File: config.mk
export PLATFORM = sky130hd
export DESIGN_NAME = shamir_secret_recombine_gf256_unit
export DESIGN_NICKNAME = d
export VERILOG_FILES = /design/src/rtl/ssr_pkg.sv /design/src/rtl/ssr_ctrl.sv /design/src/rtl/ssr_dp.sv /design/src/rtl/shamir_secret_recombine_gf256_unit.sv
export VERILOG_INCLUDE_DIRS = /design/src /design/src/rtl
export SDC_FILE = /design/constraint.sdc
export NUM_CORES = 1
export LEC_CHECK = 0
export ABC_AREA = 0
export BUFFER_PORTS_ARGS = -buffer_cell sky130_fd_sc_hd__buf_2
export CORE_UTILIZATION = 45
export DETAILED_ROUTE_END_ITERATION = 8
export GPL_TIMING_DRIVEN = 0
export PLACE_DENSITY = 0.63
export SLEW_MARGIN = 20
export SYNTH_ARGS = -nofsm -noshare
export SYNTH_HDL_FRONTEND = slang
export SYNTH_SLANG_ARGS = --single-unit
File: constraint.sdc
create_clock -name clk -period 13.07 [get_ports clk]
set_input_delay 2.614 -clock clk [delete_from_list [all_inputs] [get_ports clk]]
set_output_delay 2.614 -clock clk [all_outputs]
set_load 0.005 [all_outputs]
File: src/rtl/shamir_secret_recombine_gf256_unit_defines.svh
// Assertion macros shared by ssr_ctrl.sv and ssr_dp.sv.
`ifndef SHAMIR_SECRET_RECOMBINE_GF256_UNIT_DEFINES_SVH
`define SHAMIR_SECRET_RECOMBINE_GF256_UNIT_DEFINES_SVH
`ifndef SYNTHESIS
`define SSR_ASSERT_IMP(lbl, pre, post) \
  lbl: assert property (@(posedge clk) disable iff (!rst_n) (pre) |-> (post)) \
    else $error("assertion failed");
`define SSR_ASSERT_NXT(lbl, pre, post) \
  lbl: assert property (@(posedge clk) disable iff (!rst_n) (pre) |=> (post)) \
    else $error("assertion failed");
`else
`define SSR_ASSERT_IMP(lbl, pre, post)
`define SSR_ASSERT_NXT(lbl, pre, post)
`endif
`endif

File: src/rtl/ssr_pkg.sv
`timescale 1ns / 1ps
package ssr_pkg;

  localparam int SHARE_SLOTS_DEF = 8;
  localparam int IDX_W = 3;
  localparam logic [8:0] POLY_RESET = 9'd285;

  localparam logic [1:0] CFG_COORDS = 2'd0;
  localparam logic [1:0] CFG_THR    = 2'd1;
  localparam logic [1:0] CFG_INTEG  = 2'd2;
  localparam logic [1:0] CFG_POLY   = 2'd3;

  localparam logic [1:0] ST_OK       = 2'd0;
  localparam logic [1:0] ST_BAD      = 2'd1;
  localparam logic [1:0] ST_MISMATCH = 2'd2;

  localparam logic [3:0] OP_NONE     = 4'd0;
  localparam logic [3:0] OP_LOAD     = 4'd1;
  localparam logic [3:0] OP_TGT_INIT = 4'd2;
  localparam logic [3:0] OP_DEN_INIT = 4'd3;
  localparam logic [3:0] OP_DEN_STEP = 4'd4;
  localparam logic [3:0] OP_INV_INIT = 4'd5;
  localparam logic [3:0] OP_INV_SQ   = 4'd6;
  localparam logic [3:0] OP_INV_MUL  = 4'd7;
  localparam logic [3:0] OP_NUM_STEP = 4'd8;
  localparam logic [3:0] OP_Y_ACC    = 4'd9;
  localparam logic [3:0] OP_TGT_END  = 4'd10;
  localparam logic [3:0] OP_OUT      = 4'd11;

  typedef struct packed {
    logic [3:0]       op;
    logic [IDX_W-1:0] i;
    logic [IDX_W-1:0] j;
    logic [IDX_W-1:0] tgt;
  } cmd_t;

  typedef struct packed {
    logic             bad;
    logic [3:0]       nb;
    logic [IDX_W-1:0] nc;
    logic             out_free;
  } sts_t;

  function automatic logic [7:0] gf_mul(input logic [7:0] a, input logic [7:0] b,
                                        input logic [7:0] red);
    logic [7:0] r;
    logic [7:0] aa;
    r  = '0;
    aa = a;
    for (int n = 0; n < 8; n++) begin
      if (b[n]) r = r ^ aa;
      aa = aa[7] ? ({aa[6:0], 1'b0} ^ red) : {aa[6:0], 1'b0};
    end
    return r;
  endfunction

endpackage

File: src/rtl/ssr_ctrl.sv
`timescale 1ns / 1ps
`include "shamir_secret_recombine_gf256_unit_defines.svh"
module ssr_ctrl (
  input  logic          clk,
  input  logic          rst_n,
  input  logic          in_fire,
  output logic          in_ready,
  input  ssr_pkg::sts_t sts,
  output ssr_pkg::cmd_t cmd
);

  localparam logic [3:0] S_IDLE     = 4'd0;
  localparam logic [3:0] S_TINIT    = 4'd1;
  localparam logic [3:0] S_DEN_INIT = 4'd2;
  localparam logic [3:0] S_DEN      = 4'd3;
  localparam logic [3:0] S_INV_INIT = 4'd4;
  localparam logic [3:0] S_INV_SQ   = 4'd5;
  localparam logic [3:0] S_INV_MUL  = 4'd6;
  localparam logic [3:0] S_NUM      = 4'd7;
  localparam logic [3:0] S_YACC     = 4'd8;
  localparam logic [3:0] S_TEND     = 4'd9;
  localparam logic [3:0] S_OUT      = 4'd10;

  logic [3:0] state_r, state_nxt;
  logic [ssr_pkg::IDX_W-1:0] i_r, i_nxt, j_r, j_nxt, tgt_r, tgt_nxt, it_r, it_nxt;
  logic j_last, i_last;

  assign j_last   = ({1'b0, j_r} == sts.nb - 4'd1);
  assign i_last   = ({1'b0, i_r} == sts.nb - 4'd1);
  assign in_ready = (state_r == S_IDLE);

  always_comb begin
    state_nxt = state_r;
    i_nxt     = i_r;
    j_nxt     = j_r;
    tgt_nxt   = tgt_r;
    it_nxt    = it_r;
    cmd.op    = ssr_pkg::OP_NONE;
    cmd.i     = i_r;
    cmd.j     = j_r;
    cmd.tgt   = tgt_r;
    unique case (state_r)
      S_IDLE: begin
        if (in_fire) begin
          cmd.op    = ssr_pkg::OP_LOAD;
          tgt_nxt   = '0;
          state_nxt = sts.bad ? S_OUT : S_TINIT;
        end
      end
      S_TINIT: begin
        cmd.op    = ssr_pkg::OP_TGT_INIT;
        i_nxt     = '0;
        state_nxt = S_DEN_INIT;
      end
      S_DEN_INIT: begin
        cmd.op    = ssr_pkg::OP_DEN_INIT;
        j_nxt     = '0;
        state_nxt = S_DEN;
      end
      S_DEN: begin
        cmd.op = ssr_pkg::OP_DEN_STEP;
        if (j_last) state_nxt = S_INV_INIT;
        else j_nxt = j_r + 1'b1;
      end
      S_INV_INIT: begin
        cmd.op    = ssr_pkg::OP_INV_INIT;
        it_nxt    = '0;
        state_nxt = S_INV_SQ;
      end
      S_INV_SQ: begin
        cmd.op    = ssr_pkg::OP_INV_SQ;
        state_nxt = S_INV_MUL;
      end
      S_INV_MUL: begin
        cmd.op = ssr_pkg::OP_INV_MUL;
        if (it_r == 3'd6) begin
          j_nxt     = '0;
          state_nxt = S_NUM;
        end else begin
          it_nxt    = it_r + 1'b1;
          state_nxt = S_INV_SQ;
        end
      end
      S_NUM: begin
        cmd.op = ssr_pkg::OP_NUM_STEP;
        if (j_last) state_nxt = S_YACC;
        else j_nxt = j_r + 1'b1;
      end
      S_YACC: begin
        cmd.op = ssr_pkg::OP_Y_ACC;
        if (i_last) state_nxt = S_TEND;
        else begin
          i_nxt     = i_r + 1'b1;
          state_nxt = S_DEN_INIT;
        end
      end
      S_TEND: begin
        cmd.op = ssr_pkg::OP_TGT_END;
        if (tgt_r == sts.nc) state_nxt = S_OUT;
        else begin
          tgt_nxt   = tgt_r + 1'b1;
          state_nxt = S_TINIT;
        end
      end
      S_OUT: begin
        if (sts.out_free) begin
          cmd.op    = ssr_pkg::OP_OUT;
          state_nxt = S_IDLE;
        end
      end
      default: state_nxt = S_IDLE;
    endcase
  end

  always_ff @(posedge clk) begin
    if (!rst_n) begin
      state_r <= S_IDLE;
      i_r     <= '0;
      j_r     <= '0;
      tgt_r   <= '0;
      it_r    <= '0;
    end else begin
      state_r <= state_nxt;
      i_r     <= i_nxt;
      j_r     <= j_nxt;
      tgt_r   <= tgt_nxt;
      it_r    <= it_nxt;
    end
  end

  `SSR_ASSERT_IMP(a_j_in_range, state_r == S_DEN || state_r == S_NUM, {1'b0, j_r} < sts.nb)
  `SSR_ASSERT_NXT(a_accept_busy, in_fire, state_r != S_IDLE)

endmodule

File: src/rtl/ssr_dp.sv
`timescale 1ns / 1ps
`include "shamir_secret_recombine_gf256_unit_defines.svh"
module ssr_dp #(
  parameter int SHARE_SLOTS = ssr_pkg::SHARE_SLOTS_DEF
) (
  input  logic          clk,
  input  logic          rst_n,
  input  logic          cfg_we,
  input  logic [1:0]    cfg_index,
  input  logic [63:0]   cfg_wdata,
  input  logic [63:0]   in_data,
  input  logic          in_last,
  output logic [15:0]   out_data,
  output logic          out_last,
  output logic          out_valid,
  input  logic          out_ready,
  input  ssr_pkg::cmd_t cmd,
  output ssr_pkg::sts_t sts
);

  logic [63:0] coords_r;
  logic [3:0]  thr_r, integ_r;
  logic [8:0]  poly_r;
  logic [7:0]  y_r [SHARE_SLOTS];
  logic        final_r;
  logic [7:0]  acc_r, sq_r, pred_r, secret_r;
  logic        mism_r, flag_r;
  logic        out_valid_r;
  logic [15:0] out_data_r;
  logic        out_last_r;

  logic [7:0]  x [8];
  logic [ssr_pkg::IDX_W-1:0] bidx [8];
  logic [ssr_pkg::IDX_W-1:0] cidx [8];
  logic [3:0]  cnt, coff;
  logic [7:0]  xi, xj, z, step_op, ma, mb, prod, y_sel, yc;
  logic [ssr_pkg::IDX_W-1:0] yaddr, caddr;
  logic        seen;

  always_comb begin
    for (int n = 0; n < 8; n++) x[n] = coords_r[8*n +: 8];
  end

  always_comb begin
    cnt  = '0;
    coff = '0;
    for (int n = 0; n < 8; n++) begin
      bidx[n] = '0;
      cidx[n] = '0;
    end
    for (int n = 0; n < SHARE_SLOTS; n++) begin
      if (x[n] != 8'd0) begin
        coff = cnt - thr_r;
        if (cnt < thr_r) bidx[cnt[2:0]] = 3'(n);
        else if (cnt < integ_r) cidx[coff[2:0]] = 3'(n);
        cnt = cnt + 4'd1;
      end
    end
  end

  assign sts.bad = (thr_r == 4'd0) || (thr_r > 4'(SHARE_SLOTS)) || (integ_r < thr_r) ||
                   (integ_r > 4'(SHARE_SLOTS)) || (cnt < integ_r);
  assign sts.nb  = thr_r;
  assign sts.nc  = 3'(integ_r - thr_r);
  assign sts.out_free = !out_valid_r || out_ready;

  assign caddr = cidx[3'(cmd.tgt - 3'd1)];
  assign xi    = x[bidx[cmd.i]];
  assign xj    = x[bidx[cmd.j]];
  assign z     = (cmd.tgt == '0) ? 8'd0 : x[caddr];
  assign yaddr = (cmd.op == ssr_pkg::OP_TGT_END) ? caddr : bidx[cmd.i];
  assign y_sel = y_r[yaddr];
  assign yc    = y_sel;

  always_comb begin
    step_op = 8'd1;
    if (cmd.i != cmd.j) begin
      step_op = (cmd.op == ssr_pkg::OP_DEN_STEP) ? (xi ^ xj) : (z ^ xj);
    end
    ma = acc_r;
    mb = step_op;
    case (cmd.op)
      ssr_pkg::OP_INV_SQ: begin
        ma = sq_r;
        mb = sq_r;
      end
      ssr_pkg::OP_INV_MUL: mb = sq_r;
      ssr_pkg::OP_Y_ACC:   mb = y_sel;
      default: ;
    endcase
  end

  assign prod = ssr_pkg::gf_mul(ma, mb, poly_r[7:0]);
  assign seen = flag_r | (!sts.bad & mism_r);

  always_ff @(posedge clk) begin
    if (!rst_n) begin
      coords_r <= '0;
      thr_r    <= 4'd1;
      integ_r  <= 4'd1;
      poly_r   <= ssr_pkg::POLY_RESET;
    end else if (cfg_we) begin
      unique case (cfg_index)
        ssr_pkg::CFG_COORDS: coords_r <= cfg_wdata;
        ssr_pkg::CFG_THR:    thr_r    <= cfg_wdata[3:0];
        ssr_pkg::CFG_INTEG:  integ_r  <= cfg_wdata[3:0];
        ssr_pkg::CFG_POLY:   poly_r   <= cfg_wdata[8:0];
        default: ;
      endcase
    end
  end

  always_ff @(posedge clk) begin
    case (cmd.op)
      ssr_pkg::OP_LOAD: begin
        for (int n = 0; n < SHARE_SLOTS; n++) y_r[n] <= in_data[8*n +: 8];
        final_r  <= in_last;
        secret_r <= 8'd0;
        mism_r   <= 1'b0;
      end
      ssr_pkg::OP_TGT_INIT: pred_r <= 8'd0;
      ssr_pkg::OP_DEN_INIT: acc_r  <= 8'd1;
      ssr_pkg::OP_DEN_STEP, ssr_pkg::OP_INV_MUL, ssr_pkg::OP_NUM_STEP: acc_r <= prod;
      ssr_pkg::OP_INV_INIT: begin
        sq_r  <= acc_r;
        acc_r <= 8'd1;
      end
      ssr_pkg::OP_INV_SQ: sq_r   <= prod;
      ssr_pkg::OP_Y_ACC:  pred_r <= pred_r ^ prod;
      ssr_pkg::OP_TGT_END: begin
        if (cmd.tgt == '0) secret_r <= pred_r;
        else if (pred_r != yc) mism_r <= 1'b1;
      end
      default: ;
    endcase
  end

  always_ff @(posedge clk) begin
    if (!rst_n) begin
      out_valid_r <= 1'b0;
      flag_r      <= 1'b0;
    end else if (cmd.op == ssr_pkg::OP_OUT) begin
      out_valid_r <= 1'b1;
      flag_r      <= final_r ? 1'b0 : seen;
    end else if (out_ready) begin
      out_valid_r <= 1'b0;
    end
  end

  always_ff @(posedge clk) begin
    if (cmd.op == ssr_pkg::OP_OUT) begin
      out_data_r <= {5'd0, seen,
                     sts.bad ? ssr_pkg::ST_BAD :
                     (mism_r ? ssr_pkg::ST_MISMATCH : ssr_pkg::ST_OK),
                     sts.bad ? 8'd0 : secret_r};
      out_last_r <= final_r;
    end
  end

  assign out_data  = out_data_r;
  assign out_last  = out_last_r;
  assign out_valid = out_valid_r;

  `SSR_ASSERT_IMP(a_out_no_overwrite, cmd.op == ssr_pkg::OP_OUT, !out_valid_r || out_ready)
  `SSR_ASSERT_NXT(a_flag_clear, cmd.op == ssr_pkg::OP_OUT && final_r, !flag_r)

endmodule

File: src/rtl/shamir_secret_recombine_gf256_unit.sv
`timescale 1ns / 1ps
// Shamir recombination over GF(2^8), one byte position per word. Each input word
// is worked on alone by one shared field multiplier. Per target point (the secret
// at zero, then each check share) one step clears the sum and one closes it. Per
// basis share the unit forms the denominator, its inverse by square-and-multiply,
// the numerator, and then accumulates. Bad settings go straight to the result.
// A finished result waits in the output state while the previous one still waits
// on out_tready. The result sits in an output register, so the next word is taken
// while it waits.
module shamir_secret_recombine_gf256_unit #(
  parameter int SHARE_SLOTS = ssr_pkg::SHARE_SLOTS_DEF
) (
  input  logic        clk,
  input  logic        rst_n,
  input  logic        cfg_we,
  input  logic [1:0]  cfg_index,
  input  logic [63:0] cfg_wdata,
  input  logic        in_tvalid,
  output logic        in_tready,
  input  logic [63:0] in_tdata,   // share_byte_0 .. share_byte_7
  input  logic        in_tlast,   // final_position
  output logic        out_tvalid,
  input  logic        out_tready,
  output logic [15:0] out_tdata,  // secret_byte, status, mismatch_seen, zero fill
  output logic        out_tlast   // final_result
);

  ssr_pkg::cmd_t cmd;
  ssr_pkg::sts_t sts;
  logic          in_fire;

  assign in_fire = in_tvalid && in_tready;

  ssr_ctrl u_ctrl (
    .clk      (clk),
    .rst_n    (rst_n),
    .in_fire  (in_fire),
    .in_ready (in_tready),
    .sts      (sts),
    .cmd      (cmd)
  );

  ssr_dp #(.SHARE_SLOTS(SHARE_SLOTS)) u_dp (
    .clk       (clk),
    .rst_n     (rst_n),
    .cfg_we    (cfg_we),
    .cfg_index (cfg_index),
    .cfg_wdata (cfg_wdata),
    .in_data   (in_tdata),
    .in_last   (in_tlast),
    .out_data  (out_tdata),
    .out_last  (out_tlast),
    .out_valid (out_tvalid),
    .out_ready (out_tready),
    .cmd       (cmd),
    .sts       (sts)
  );

endmodule

==> results.md <==
Run status:
- The run finished with clean final reports.

Clocking:
- The largest buffer count on any clock path is 3.
- Clock tree synthesis selected as its root buffer the cell sky130_fd_sc_hd__clkbuf_16.
- The TritonCTS clock tree is done.
- The number of H-tree levels is 1.
- The count of hold buffers inserted by post-cts repair is 0.
- The clock reaches the later pin of the worst-skew pair after 0.53 ns.
- Clock-pin slew was measured on the worst setup and hold paths at 0.06 ns.
- The number of clock sinks seen by CTS is 208.
- Counting the buffers created by CTS gives 23.

Worst setup path:
- Of all nets on the critical path, the largest fanout is 11.
- The largest incremental delay on the critical path is 0.73 ns.
- The critical path's slowest cell is sky130_fd_sc_hd__a31oi_1.
- The cell type with the highest occurrence count on the critical path is sky130_fd_sc_hd__ha_1.
- The worst flop-to-flop path startpoint is u_dp.coords_r[4].
- The required time reported for the critical path endpoint is 13.33 ns.
- STA classifies the critical path startpoint as a register.
- Together, buffers and inverters on the worst path number 7.
- STA puts the critical path data arrival time at 12.67 ns.
- The critical path is of the reg -> reg type.
- The reg-to-reg critical path endpoint is u_dp.pred_r[7].
- Measured in cells, the most critical reg-to-reg path has a length of 44.
- The family of cells with the greatest summed delay on the critical path is simple AND/OR/NAND/NOR gates.
- The worst register-to-register path has a setup slack of 0.66 ns.
- The sort of element at the end of the critical path is a register.

Timing:
- The post-route worst setup slack is 0.661 ns.
- Derived from the worst setup path, the maximum achievable clock frequency is 80.6 MHz.
- The worst slew margin relative to its limit is 28.1%.
- The actual transition at the worst max-transition pin is 1.07 ns.
- The final critical-path required period is 12.41 ns.
- The final critical-path share of the clock period is 94.9%.
- The final setup TNS is 0 ns.
- The clock tree skew after final layout is 0.0170 ns.
- The number of setup violations in the final report is 0.
- The number of max-slew violations in the final report is 0.
- Setup repair after global routing left no endpoint under its margin.
- The count of endpoints failing hold in the final timing report is 0.

Routing:
- In the final routed layout, each cell accounts on average for 22.7 um.
- The routed via count divided by cell count is 6.09.
- The remaining antenna violation count is 0.
- For this block, the routed nets add up to 62.2 mm of wire.
- After detailed routing, the number of remaining DRC violations is 0.
- The first routing iteration left 1487 violations.
- The number of iterations in the first detailed-routing pass is 5.
- The via count is 16681.

Logic synthesis:
- The number of flops mapped to enable cells by yosys is 110.
- The Yosys step of the flow raised 0 warnings.
- The fraction of the yosys area taken by sequential cells is 30.3%.
- The post-synthesis average cell area is 8.57 um2.
- In the synthesized netlist the dominant register cell turns out to be sky130_fd_sc_hd__edfxtp_1.
- Of all flip-flops after synthesis, the portion carrying an async set or reset was 0%.
- The count of cell types in the netlist is 116.
- The post-synthesis sequential element count is 208.
- Synthesis handed over a netlist of 2025 instances.
- The mapped netlist covers 17300 um2.

Floorplan:
- The total area inside the core boundary comes to 37800 um2.
- The number of top-level design ports is 155.
- The placement row count is 71.
- The die span in x is 198 um.
- The vertical die dimension is 198 um.
- The die covers 39300 um2.
- The initial core utilization is 45.8%.

Finish:
- The net count of the finished layout is 2405.
- From synthesis to final layout, the design area changed by 13.4%.
- The final design utilization is 52.0%.
- The area occupied by multi-input gates is 11400 um2.
- The number of filler instances in the final layout is 3691.
- In the layout the commonest cells are sky130_fd_sc_hd__nand2_1, sky130_fd_sc_hd__buf_2, sky130_fd_sc_hd__mux2i_1.
- The most common library cell in the layout ignoring fill and taps is sky130_fd_sc_hd__nand2_1.
- The layout cell share with drive strength beyond 1 is 15.1%.
- After the flow finishes, the layout carries non-filler instances totaling 2737.
- Summing all non-filler instances in the final layout gives an area of 19700 um2.
- The sequential cell area in the final layout is 5270 um2.

Power:
- The areal power density over the cells is 236 nW/um2.
- The total leakage power is 7.38 nW.
- The maximum ir drop on the vdd rail is 0.130 mV.

Worst hold path:
- The startpoint identified for the worst hold timing path is u_dp.final_r.
- The terminating pin of the worst hold path is u_dp.out_last.
- Along the worst hold path, the cell count comes to 0.
- The type of the tightest min-delay check is reg -> reg.

GRT:
- The number of antenna violations at the first check in global routing is 3.
- The wire length of the first global-routing pass is 93.8 mm.
- The largest net degree at the start of global routing is 65.
- The overall fraction of global-route tracks in use is 31.4%.
- The number of global-route vias before repair was 15933.
- The total congestion overflow after global routing is 0.

Place:
- The global placement routability congestion is 0.951.
- The number of buffers inserted by port buffering is 148.
- The placed cell count is 2691.
- The instance area at placement is 18800 um2.
- OpenSTA, run right after detailed placement, puts the worst setup slack at -0.144 ns.
- The HPWL after detailed placement is 49.2 mm.

Job:
- Across the run, the number of max-cap violations was 0.
==> synth_stat cells, drive strengths merged (21+ instances only) <==
library cell	instances	area (um2)
nand2	360	1360
mux2i	116	1160
edfxtp	110	3300
dfxtp	98	1960
xnor2	97	857
nor2	84	320
a21boi	79	593
inv	70	263
clkbuf	68	255
o21ai	64	332
a21oi	63	319
nand3	62	315
ha	53	663
nor3	49	245
buf	47	290
xor2	43	377
and2	40	250
nand2b	31	194
o22ai	28	175
nor4	25	169
o211ai	25	220
a211oi	24	185
nand4	21	138
nor2b	21	131
==> power breakdown <==
| part | total (W) | switching (W) | internal (W) | leakage [nW] |
|---|---|---|---|---|
| combinational | 0.00311 | 0.00194 | 0.00117 | 5.19 |
| clock | 0.000655 | 0.000271 | 0.000384 | 0.361 |
| sequential | 0.000886 | 0.0000534 | 0.000833 | 1.83 |
==> layout make-up <==
type                    instances  share of cell area [%]
flip-flops and latches        208                    26.8
clock inverters                17                   0.890
clock buffers                  25                    2.96
multi-input cells            1634                    57.8
repair buffers                154                    4.09
diodes                          1                  0.0127
inverters                      72                    1.41
plain buffers                 115                    2.79
well taps                     511                    3.25
==> metrics by stage <==
| stage | hold WS (ns) | power (W) |
|---|---|---|
| final | 0.451 | 0.00465 |
| after global routing | 0.479 | 0.00492 |
| after CTS | 0.454 | 0.00457 |
| after detailed placement | 0.439 | 0.00390 |
| after global placement | 0.440 | 0.00385 |
| after floorplan | 0.426 | 0.00312 |
==> worst max path at each step <==
stage,from,endpoint,slack [ns],depth (start not counted)
2_1_floorplan,u_dp.coords_r[1],u_dp.pred_r[7],3.36,43
3_3_place_gp,u_dp.coords_r[4],u_dp.pred_r[7],-0.06,43
3_5_place_dp,u_dp.coords_r[4],u_dp.sq_r[6],-0.14,43
4_1_cts,u_dp.coords_r[4],u_dp.sq_r[6],0.14,43
5_1_grt,u_dp.coords_r[4],u_dp.sq_r[6],0.19,46
6_report,u_dp.coords_r[4],u_dp.pred_r[7],0.66,44
==> timing repair <==
action,in CTS,in global routing
setup buffers,0,3
endpoints found under the setup margin,21,24
pin swaps,0,1
resized for setup,2,19
==> state kept, by name, summed over array words and instances, names as in the netlist, 8 cells and up <==
register	count
u_dp.secret_r	8
u_dp.sq_r	8
u_dp.out_data	11
u_dp.poly_r	8
u_dp.y_r	64
u_dp.acc_r	8
u_dp.pred_r	8
u_dp.coords_r	64
==> layer usage <==
layer  track usage (%)  vias to the layer above  part of all wire (%)
li1                  -                     7812                     -
met1              43.3                     8022                    44
met2              50.6                      709                    45
met3              4.31                      132                   7.3
met4              10.2                        6                   3.5
met5                 0                        -                 0.061
==> logic make-up after synthesis <==
group,synth area share (%)
AO/OA/AOI/OAI,21.8
XOR/XNOR,8.16
adder cells (fa/ha/maj),4.75
buffers and inverters,4.70
flip-flops,30.3
multiplexers,8.60
other,0.0216
AND/OR/NAND/NOR,21.7
(Power assumes the default switching activity.)
